## src/hdl/sqtor_pkg.sv

```systemverilog
// Shared constants and types for the square table orientation read block.
`timescale 1ns / 1ps

package sqtor_pkg;

  localparam int SIDE_MAX_DEF   = 16;
  localparam int VALUE_BITS_DEF = 8;
  localparam int SIDE_RESET     = 16;

  localparam logic ACT_WRITE = 1'b0;
  localparam logic ACT_READ  = 1'b1;

  typedef enum logic [2:0] {
    ORIENT_ID     = 3'd0,
    ORIENT_ROT90  = 3'd1,
    ORIENT_ROT180 = 3'd2,
    ORIENT_ROT270 = 3'd3,
    ORIENT_FLIPX  = 3'd4,
    ORIENT_FLIPY  = 3'd5,
    ORIENT_TRANS  = 3'd6,
    ORIENT_ATRANS = 3'd7
  } orient_t;

  typedef struct packed {
    logic wr_en;
    logic rd_en;
    logic in_range;
  } sqtor_ctl_t;

endpackage

```

## src/hdl/sqtor_ram.sv

```systemverilog
// Generic single-port-write, single-port-read RAM with registered read data.
`timescale 1ns / 1ps

module sqtor_ram #(
  parameter int WIDTH = 8,
  parameter int DEPTH = 256
) (
  input  logic                     clk,
  input  logic                     we,
  input  logic [$clog2(DEPTH)-1:0] waddr,
  input  logic [WIDTH-1:0]         wdata,
  input  logic                     re,
  input  logic [$clog2(DEPTH)-1:0] raddr,
  output logic [WIDTH-1:0]         rdata
);

  logic [WIDTH-1:0] mem [DEPTH];

  always_ff @(posedge clk) begin
    if (we) begin
      mem[waddr] <= wdata;
    end
    if (re) begin
      rdata <= mem[raddr];
    end
  end

endmodule

```

## src/hdl/sqtor_xform.sv

```systemverilog
// Input register and orientation address transform.
`timescale 1ns / 1ps

module sqtor_xform #(
  parameter int SIDE_MAX   = sqtor_pkg::SIDE_MAX_DEF,
  parameter int VALUE_BITS = sqtor_pkg::VALUE_BITS_DEF
) (
  input  logic                                    clk,
  input  logic                                    rst,
  input  logic                                    accept,
  input  logic                                    action,
  input  logic [2:0]                              orientation,
  input  logic [$clog2(SIDE_MAX)-1:0]             row,
  input  logic [$clog2(SIDE_MAX)-1:0]             col,
  input  logic [VALUE_BITS-1:0]                   value,
  input  logic [$clog2(SIDE_MAX+1)-1:0]           side,
  output sqtor_pkg::sqtor_ctl_t                   ctl,
  output logic [2*$clog2(SIDE_MAX)-1:0]           addr,
  output logic [VALUE_BITS-1:0]                   wdata
);

  import sqtor_pkg::*;

  localparam int RC_W = $clog2(SIDE_MAX);
  localparam int N_W  = $clog2(SIDE_MAX+1);
  localparam int AW   = 2 * RC_W;

  logic            in_vld;
  logic            in_act;
  orient_t         in_orient;
  logic [RC_W-1:0] in_row;
  logic [RC_W-1:0] in_col;
  logic [VALUE_BITS-1:0] in_val;

  logic [RC_W-1:0] m;
  logic [RC_W-1:0] mr;
  logic [RC_W-1:0] mc;
  logic [RC_W-1:0] sr;
  logic [RC_W-1:0] sc;
  logic            in_range;

  always_ff @(posedge clk) begin
    if (rst) begin
      in_vld <= 1'b0;
    end else begin
      in_vld <= accept;
    end
    if (accept) begin
      in_act    <= action;
      in_orient <= orient_t'(orientation);
      in_row    <= row;
      in_col    <= col;
      in_val    <= value;
    end
  end

  always_comb begin
    m        = RC_W'(side - N_W'(1));
    mr       = m - in_row;
    mc       = m - in_col;
    in_range = (N_W'(in_row) < side) && (N_W'(in_col) < side);
    sr       = in_row;
    sc       = in_col;
    if (in_act == ACT_READ) begin
      unique case (in_orient)
        ORIENT_ID:     begin sr = in_row; sc = in_col; end
        ORIENT_ROT90:  begin sr = in_col; sc = mr;     end
        ORIENT_ROT180: begin sr = mr;     sc = mc;     end
        ORIENT_ROT270: begin sr = mc;     sc = in_row; end
        ORIENT_FLIPX:  begin sr = mr;     sc = in_col; end
        ORIENT_FLIPY:  begin sr = in_row; sc = mc;     end
        ORIENT_TRANS:  begin sr = in_col; sc = in_row; end
        ORIENT_ATRANS: begin sr = mc;     sc = mr;     end
        default:       begin sr = in_row; sc = in_col; end
      endcase
    end
  end

  assign addr         = AW'(AW'(sr) * AW'(side)) + AW'(sc);
  assign wdata        = in_val;
  assign ctl.wr_en    = in_vld && (in_act == ACT_WRITE) && in_range;
  assign ctl.rd_en    = in_vld && (in_act == ACT_READ);
  assign ctl.in_range = in_range;

endmodule

```

## src/hdl/square_table_orientation_read.sv

```systemverilog
// Top level of the square table orientation read block.
`timescale 1ns / 1ps
//
// Holds an n by n table, row-major, with n in the side length register.
// Input channel: an item is taken at a clock edge with start high and busy
// low. action 0 writes value at (row, col); action 1 reads the entry that
// lands on output position (row, col) under the chosen orientation.
// Writes outside the table are dropped; reads outside the table give 0.
// Result channel: valid is high for exactly one cycle with entry, once a read
// passes the input and valid registers. Writes give no result. The receiver cannot stall.
// Throughput is one item per cycle, set by one address transform and one
// access of the single table RAM, write and read on separate ports.
// Configuration: cfg_ready is always high; cfg_data is written at an edge
// with cfg_valid high. 0 is taken as 1 and values above SIDE_MAX as SIDE_MAX.
// Reset: synchronous, clears the pipeline, sets the side length to 16 and
// holds busy high until the first edge out of reset. Table contents are undefined until written.
//
module square_table_orientation_read #(
  parameter int SIDE_MAX   = sqtor_pkg::SIDE_MAX_DEF,
  parameter int VALUE_BITS = sqtor_pkg::VALUE_BITS_DEF
) (
  input  logic                          clk,
  input  logic                          rst,
  input  logic                          start,
  output logic                          busy,
  input  logic                          action,
  input  logic [2:0]                    orientation,
  input  logic [$clog2(SIDE_MAX)-1:0]   row,
  input  logic [$clog2(SIDE_MAX)-1:0]   col,
  input  logic [VALUE_BITS-1:0]         value,
  output logic                          valid,
  output logic [VALUE_BITS-1:0]         entry,
  input  logic                          cfg_valid,
  output logic                          cfg_ready,
  input  logic [$clog2(SIDE_MAX+1)-1:0] cfg_data
);

  import sqtor_pkg::*;

  localparam int N_W       = $clog2(SIDE_MAX+1);
  localparam int AW        = 2 * $clog2(SIDE_MAX);
  localparam int CELLS     = 1 << AW;
  localparam int SIDE_INIT = (SIDE_RESET > SIDE_MAX) ? SIDE_MAX : SIDE_RESET;

  logic                  accept;
  logic [N_W-1:0]        side;
  logic [N_W-1:0]        side_next;
  sqtor_ctl_t            ctl;
  logic [AW-1:0]         addr;
  logic [VALUE_BITS-1:0] wdata;
  logic [VALUE_BITS-1:0] rdata;
  logic                  rd_in_range;

  assign accept    = start && !busy;
  assign cfg_ready = 1'b1;

  always_comb begin
    side_next = cfg_data;
    if (cfg_data == '0) begin
      side_next = N_W'(1);
    end else if (cfg_data > N_W'(SIDE_MAX)) begin
      side_next = N_W'(SIDE_MAX);
    end
  end

  always_ff @(posedge clk) begin
    if (rst) begin
      busy        <= 1'b1;
      side        <= N_W'(SIDE_INIT);
      valid       <= 1'b0;
      rd_in_range <= 1'b0;
    end else begin
      busy        <= 1'b0;
      valid       <= ctl.rd_en;
      rd_in_range <= ctl.in_range;
      if (cfg_valid && cfg_ready) begin
        side <= side_next;
      end
    end
  end

  sqtor_xform #(
    .SIDE_MAX   (SIDE_MAX),
    .VALUE_BITS (VALUE_BITS)
  ) u_xform (
    .clk         (clk),
    .rst         (rst),
    .accept      (accept),
    .action      (action),
    .orientation (orientation),
    .row         (row),
    .col         (col),
    .value       (value),
    .side        (side),
    .ctl         (ctl),
    .addr        (addr),
    .wdata       (wdata)
  );

  sqtor_ram #(
    .WIDTH (VALUE_BITS),
    .DEPTH (CELLS)
  ) u_ram (
    .clk   (clk),
    .we    (ctl.wr_en),
    .waddr (addr),
    .wdata (wdata),
    .re    (ctl.rd_en),
    .raddr (addr),
    .rdata (rdata)
  );

  assign entry = rd_in_range ? rdata : '0;

  assert property (@(posedge clk) disable iff (rst)
    (accept && action == ACT_READ) |-> ##2 valid)
    else $error("read item gave no result");

  assert property (@(posedge clk) disable iff (rst)
    (accept && action == ACT_WRITE) |-> ##2 !valid)
    else $error("write item gave a result");

  assert property (@(posedge clk) disable iff (rst)
    (side != '0) && (side <= N_W'(SIDE_MAX)))
    else $error("side length out of range");

endmodule

```

## config.mk

```make
export PLATFORM = sky130hd
export DESIGN_NAME = square_table_orientation_read
export DESIGN_NICKNAME = d
export VERILOG_FILES = /design/src/hdl/sqtor_pkg.sv /design/src/hdl/sqtor_ram.sv /design/src/hdl/sqtor_xform.sv /design/src/hdl/square_table_orientation_read.sv
export SDC_FILE = /design/constraint.sdc
export NUM_CORES = 2
export LEC_CHECK = 0
export ABC_AREA = 0
export BUFFER_PORTS_ARGS = -buffer_cell sky130_fd_sc_hd__clkbuf_2
export CAP_MARGIN = 40
export CORE_AREA = 2 2 364 366
export CTS_CLUSTER_SIZE = 8
export DETAILED_ROUTE_END_ITERATION = 6
export DIE_AREA = 0 0 366 368
export HOLD_SLACK_MARGIN = 0.12
export PLACE_DENSITY_LB_ADDON = 0.1
export SLEW_MARGIN = 10
export SYNTH_ARGS = -nofsm -noshare
export SYNTH_HDL_FRONTEND = slang
export SYNTH_SLANG_ARGS = --single-unit
```

## constraint.sdc

```tcl
create_clock -name clk -period 9.1 [get_ports clk]
set_input_delay 0.455 -clock clk [delete_from_list [all_inputs] [get_ports clk]]
set_output_delay 0.455 -clock clk [all_outputs]
set_load 0.005 [all_outputs]
```

After elaboration in Yosys (flattened, before gate mapping)

Memory sizes are Yosys's and may differ from the RTL's. A register that Yosys moved wholly into a read port is not among the register bits.
Cells that the tools add are included.
Widths: inputs -> output; s select.

Flip-flop bits (word level): 29
Memory bits (writable): 2048
Bits of input ports: 29
Output and inout port bits: 11
Word-level logic and storage cells: 53
Memories: 1

Memory list:

| memory    | words | bits a word | read ports | clocked after memory_dff | wr ports | RTL line        | RTL |
|---|---|---|---|---|---|---|---|
| u_ram.mem | 256   | 8           | 1          | 1                        | 1        | sqtor_ram.sv:17 | `logic [WIDTH-1:0] mem [DEPTH];` |

Add/subtract/negate cells: 4
$mul: 1
$lt $le $gt $ge: 3
Eq/ne operators: 7
Muxes and demuxes: 10
Bitwise operators: 1
Reduce and logical (&&, ||, !) cells: 16

Operators by type and width:

| kind                | count |
|---|---|
| $pmux 4 s4          | 2 |
| $reduce_or 2->1     | 8 |
| $eq 3x3->1 const B  | 4 |
| $lt 4x5->1          | 2 |
| $mux 5              | 2 |
| $add 8x4->8         | 1 |
| $mul 4x5->8         | 1 |
| $mux 4              | 2 |
| $mux 8              | 1 |
| $sub 4x4->4         | 2 |
| $eq 3x2->1 const B  | 2 |
| $gt 5x5->1 const B  | 1 |
| $logic_and 1x1->1   | 5 |
| $logic_not 5->1     | 1 |
| $sub 4x1->4 const B | 1 |
| $eq 3x1->1 const B  | 1 |
| $logic_not 3->1     | 1 |
| $mux 1              | 3 |
| $logic_not 1->1     | 1 |
| $not 1->1           | 1 |

Depth between registers and ports, before layout

Word-level depth: 6
Mapped depth: 26
Depth with buffers taken out: 23

By module

Synthesis repeated with hierarchy kept, for this count alone.

Cell total of the unflattened synthesis: 4006
Area, all modules: 82252.6 um2

By module, submodules not included:

| module                        | times used | cells an instance | area an instance (um2) | sequential area each (um2) |
|---|---|---|---|---|
| sqtor_ram                     | 1          | 3733              | 79636.4                | 61739.2 |
| sqtor_xform                   | 1          | 236               | 2282.2                 | 620.6 |
| square_table_orientation_read | 1          | 37                | 334.1                  | 160.2 |

Least setup slack after synthesis

Ideal clock, no wire load.

Path kind: flip-flop to flip-flop
From: reg side[0]
To: mem u_ram.mem[111][0] (enable)
Library setup time: 370 ps
Arrival: 6383 ps
Required time: 8730 ps
Path slack: 2347 ps
Stages on the path, launching flop included: 24
Buffers on the path: 4
Period minus slack after synthesis: 6753 ps
Cell sequence: dfxtp_1 -> inv_1 -> ha_1 -> xor2_1 -> ha_1 -> nand2_1 -> o21ai_0 -> xor3_1 -> a32o_2 -> a31o_2 -> nand2_1 -> fa_1 -> inv_1 -> fa_1 -> fa_1 -> ha_1 -> xor2_1 -> nor2_1 -> clkbuf_1 -> clkbuf_1 -> clkbuf_1 -> nand3_1 -> clkbuf_1 -> nor2_1

Longest elaborated chain between the ends: 6
Elaborated cells on any way between the ends: 15
Those cells by class: add/sub (4); mul (1); order compare (2); mux (6); reduce/logical (2)

RTL lines:

| what                                  | RTL line                             | RTL |
|---|---|---|
| from (decl)                           | square_table_orientation_read.sv:46  | `logic [N_W-1:0] side;` |
| from (signal assigned)                | square_table_orientation_read.sv:69  | `side <= N_W'(SIDE_INIT);` |
| from (signal assigned)                | square_table_orientation_read.sv:77  | `side <= side_next;` |
| $sub 4x1->4                           | sqtor_xform.sv:58                    | `m = RC_W'(side - N_W'(1));` |
| $sub 4x4->4, on equally long branches | sqtor_xform.sv:60, sqtor_xform.sv:59 |  |
| $pmux 4 s4                            | sqtor_xform.sv:65                    | `unique case (in_orient)` |
| $mux 4                                | sqtor_xform.sv:64                    | `if (in_act == ACT_READ) begin` |
| $mul 4x5->8                           | sqtor_xform.sv:79                    | `assign addr = AW'(AW'(sr) * AW'(side)) + AW'(sc);` |
| $add 8x4->8                           | sqtor_xform.sv:79                    |  |
| to (decl)                             | sqtor_ram.sv:17                      |  |

Several ways; a longest one is shown, not always the timed one.

Final worst setup path

From: reg side[1]
To: mem u_ram.mem[12][3] (enable)

Same word-level chain as after synthesis.

==> results.txt <==
The fraction of the core area covered by cells at the end of the flow came out at 71.31%. For this run, the leading register cell type out of synthesis is sky130_fd_sc_hd__edfxtp_1. The number of antenna violations at the first check in global routing came out at 3. The starting DRC count in detailed routing is 6167.

The endpoint identified for the worst register-to-register timing path is u_ram.mem[12][3]$_DFFE_PP_. Data on the critical path is required at its endpoint by 9.61 ns. The time the final worst path needs with I/O delays and setup came out at 8.537 ns. The height of the chip came out at 368 um.

The DRC violation count after routing came out at 0. The remaining global-route overflow came out at 0. The number of cells upsized or downsized after cts is 0. The hold violation total from the final report is 0. The top cell types in the final layout, fill and taps aside, are sky130_fd_sc_hd__edfxtp_1 (2076), sky130_fd_sc_hd__mux4_2 (578), sky130_fd_sc_hd__clkbuf_16 (318), sky130_fd_sc_hd__nor2_1 (286), sky130_fd_sc_hd__nand2_1 (128).

The top achievable clock speed came out at 0.1171 GHz. The worst setup path is captured at a flop. The number of search-and-repair iterations in the first detailed-routing pass is 5. After clock tree synthesis, the clock-pin slew on the worst setup and hold paths is 0.05 ns. The max-cap violation count is 0. Setup repair after global routing left no endpoint under its margin. The placeable core region is 0.1308 mm^2. The instance area after placement is 0.08474 mm^2. For this configuration, the core starts out at a cell density of 62.68%. TritonCTS built the clock tree.

Entering global routing, the biggest net connects 201 pins. The sequential element share of the synthesized area is 76.25%. In this run the remaining antenna-violating nets after routing total 0.

Of all cell types, the one taking the most synthesized area is sky130_fd_sc_hd__edfxtp_1. The number of top-level design ports is 40. After filler insertion, the fill cell instance count of the layout stands at 7620. By area the synthesized netlist is led by sky130_fd_sc_hd__edfxtp_1 (76%), sky130_fd_sc_hd__mux4_2 (16%), sky130_fd_sc_hd__nor2_1 (1.3%).

The total routing resource utilization after global routing came out at 31.45%. The area of all sequential standard cells is 0.06252 mm^2. The highest net fanout along the worst path is 16. Counting flops with an async set or reset pin after synthesis yields a share of 0%.

Walking the worst path, the cells encountered are inv_1 > ha_1 > inv_1 > ha_1 > nand2_1 > o21ai_0 > xor3_1 > a32o_2 > a31o_2 > nand2_1 > fa_1 > inv_1 > fa_1 > fa_1 > ha_1 > nand2b_1 > a21oi_1 > a21o_1 > a21oi_1 > xnor2_1 > xnor2_2 > buf_8 > nand3_1 > nor2_1. For the final database, setup skew stands at 0.06128 ns. The slew at the pin closest to its max-slew limit is 1.258 ns. The relative slew slack came out at 16.15%. In this run the clock root is driven by a sky130_fd_sc_hd__clkbuf_16.

During synthesis, Yosys emitted a total of 0 warnings. The post-route setup TNS is 0 ns. The synthesized instance count came out at 3790.

The final-report setup violation count came out at 0. The hold-fix buffer count after cts is 35. The number of flops mapped to enable cells by yosys came out at 2076. The share of layout cells above drive strength 1 is 27.52%. The H-tree was split into 5 levels.

The synthesis-to-finish area growth is 13.77%. The total of buffers placed on input and output ports is 38. The category of the most critical setup path is reg2reg. The most critical setup path has its endpoint at u_ram.mem[12][3]$_DFFE_PP_. The post-detailed-placement half-perimeter wirelength came out at 119500 um. The cell total after placement came out at 5496.

In the final design database the tool counted 4162 nets. Leaving out filler cells and counting taps, the final layout contains 5883. The startpoint of the worst register-to-register path is side[1]$_SDFFE_PP0P_.

The data arrival time of the critical path is 9.05 ns. The number of distinct standard cells referenced by the synthesized netlist is 68. The final cycle utilization of the critical path is 93.82%. The multi-input logic area is 0.01845 mm^2.

The antenna diode count came out at 0. The worst supply voltage drop on vdd is 0.2214 mV. The netlist area before placement is 0.08199 mm^2. The number of pins with negative max-slew slack in the final report came out at 0. The static leakage came out at 29.38 nW. Summing all non-filler instances in the final layout gives an area of 0.09328 mm^2. The final worst hold slack is 0.2911 ns. The clock passes through at most 4 buffers. The cell count of the worst reg-to-reg path is 24.

The global-route wire length before repair came out at 301300 um. For this block, the routed nets add up to 208400 um of wire. The first element of the critical path is side[1]$_SDFFE_PP0P_. The routability congestion estimate is 0.8831. The total setup buffers inserted after CTS came out at 0. The routed layout has 41440 vias. The area of the die came out at 0.1347 mm^2. The routed via count divided by cell count came out at 7.043. The horizontal die dimension is 366 um. The delay of the slowest critical-path stage is 0.82 ns.

The later pin in the worst-skew pair is clocked with a latency of 0.91 ns. The type of the worst min-delay path is in2reg. The sort of element at the start of the critical path is a flop. The average wire length per cell after detail routing is 35.43 um. The most common library cell in the layout ignoring fill and taps is sky130_fd_sc_hd__edfxtp_1. TritonCTS created 310 clock buffers. Among all stages on the critical path, the largest delay is contributed by sky130_fd_sc_hd__nor2_1. Row generation in the floorplan step produced 133 rows. Of the post-synthesis cell area, the dominant cell type holds 76.03%. The clock net in this run drives a total of 2085 sinks.

The flow ran to the end, and the final reports show no timing, DRC or antenna violations. The number of nets in the synthesized netlist is 3861. The cell area power density is 248.7 mW/mm^2. Each instance of the synthesized netlist takes up on average 21.63 um^2. The number of global-route vias before repair came out at 42030.

The setup slack of the worst register-to-register path came out at 0.56 ns. The flop and latch count out of synthesis came out at 2085.
==> metrics by stage <==
step	power [W]	worst slack, ns
global route	0.02377	0.1785
finish	0.02320	0.5627
CTS	0.02324	0.5930
detailed placement	0.01344	0.6114
global placement	0.01340	0.1997
floorplan	0.01244	2.347
==> cells in the mapped netlist (10+ instances only) <==
cell,count
sky130_fd_sc_hd__buf_2,100
sky130_fd_sc_hd__a31oi_1,12
sky130_fd_sc_hd__o21ai_0,18
sky130_fd_sc_hd__buf_4,21
sky130_fd_sc_hd__a21oi_1,58
sky130_fd_sc_hd__nand2_1,128
sky130_fd_sc_hd__edfxtp_1,2076
sky130_fd_sc_hd__mux4_2,578
sky130_fd_sc_hd__nor2_2,18
sky130_fd_sc_hd__nand4_1,16
sky130_fd_sc_hd__nand3_1,31
sky130_fd_sc_hd__a32oi_1,12
sky130_fd_sc_hd__ha_1,32
sky130_fd_sc_hd__buf_1,33
sky130_fd_sc_hd__nor2_1,293
sky130_fd_sc_hd__clkbuf_1,60
sky130_fd_sc_hd__mux2i_1,30
sky130_fd_sc_hd__fa_1,10
sky130_fd_sc_hd__inv_1,26
sky130_fd_sc_hd__and2_1,16
sky130_fd_sc_hd__a22oi_1,84
==> how the worst min path moves through the flow <==
stage	startpoint	end	slack (ns)	cells after the start
after detailed placement	value[6]	u_xform.wdata[6]$_DFFE_PP_	0.63	1
after floorplan	rst	busy$_DFF_P_	0.48	0
after global routing	value[6]	u_xform.wdata[6]$_DFFE_PP_	0.27	2
final	value[6]	u_xform.wdata[6]$_DFFE_PP_	0.29	2
after CTS	value[6]	u_xform.wdata[6]$_DFFE_PP_	0.25	2
after global placement	side[4]$_SDFFE_PP1P_	side[4]$_SDFFE_PP1P_	0.62	2
==> state kept, by name (all words and copies together) (netlist names) <==
register,count
u_xform.wdata,8
u_xform.in_col,4
u_xform.in_act,1
valid,1
u_xform.in_row,4
u_xform.in_vld,1
busy,1
u_ram.rdata,8
u_xform.in_orient,3
side,5
u_ram.mem,2048
rd_in_range,1
==> routing by layer <==
layer  share of wire, %  global-route usage (%)  up-vias
li1                   -                       -    16290
met1                 38                   45.44    21910
met2                 47                   47.65     2831
met3                 11                   8.660      405
met4                3.1                   10.21        4
met5              0.011                       0        -
==> where the power goes <==
group	switching (W)	internal [W]	total [W]
Sequential	0.0000122	0.0106	0.0106
Combinational	0.00172	0.00102	0.00274
Clock	0.00376	0.00612	0.00988
Total	0.00549	0.0177	0.0232
==> critical path, delay by kind of cell, from the launching register on <==
family / cells / cell delay, ns
simple gates: 5 / 1.64
buf+inv: 4 / 0.59
fa+ha+maj: 6 / 2.43
xor+xnor: 3 / 1.33
flops: 1 / 0.44
compound gates: 6 / 1.72
==> kinds of logic (layout without fill, tap and decap cells) <==
logic type / after synthesis / in the layout / share of synthesized area (%)
AOI/OAI and AO/OA: 241 / 241 / 2.063
and+or+nand+nor: 546 / 546 / 2.988
DFF: 2085 / 2085 / 76.25
adders and majority gates: 42 / 42 / 0.7325
muxes: 608 / 608 / 16.24
other: 1 / 1 / 0.004574
xor gates and xnor gates: 19 / 19 / 0.2655
buffers and inverters: 248 / 586 / 1.448
==> cell type report <==
cell class,instances,area share (%)
sequential,2085,67.03
multi-input combinational,1457,19.78
clock buffer,343,8.632
tap,1755,2.354
timing repair buffer,210,2.042
inverter,27,0.1087
clock inverter,6,0.05902
No activity file was read; power rests on OpenSTA's default activity.
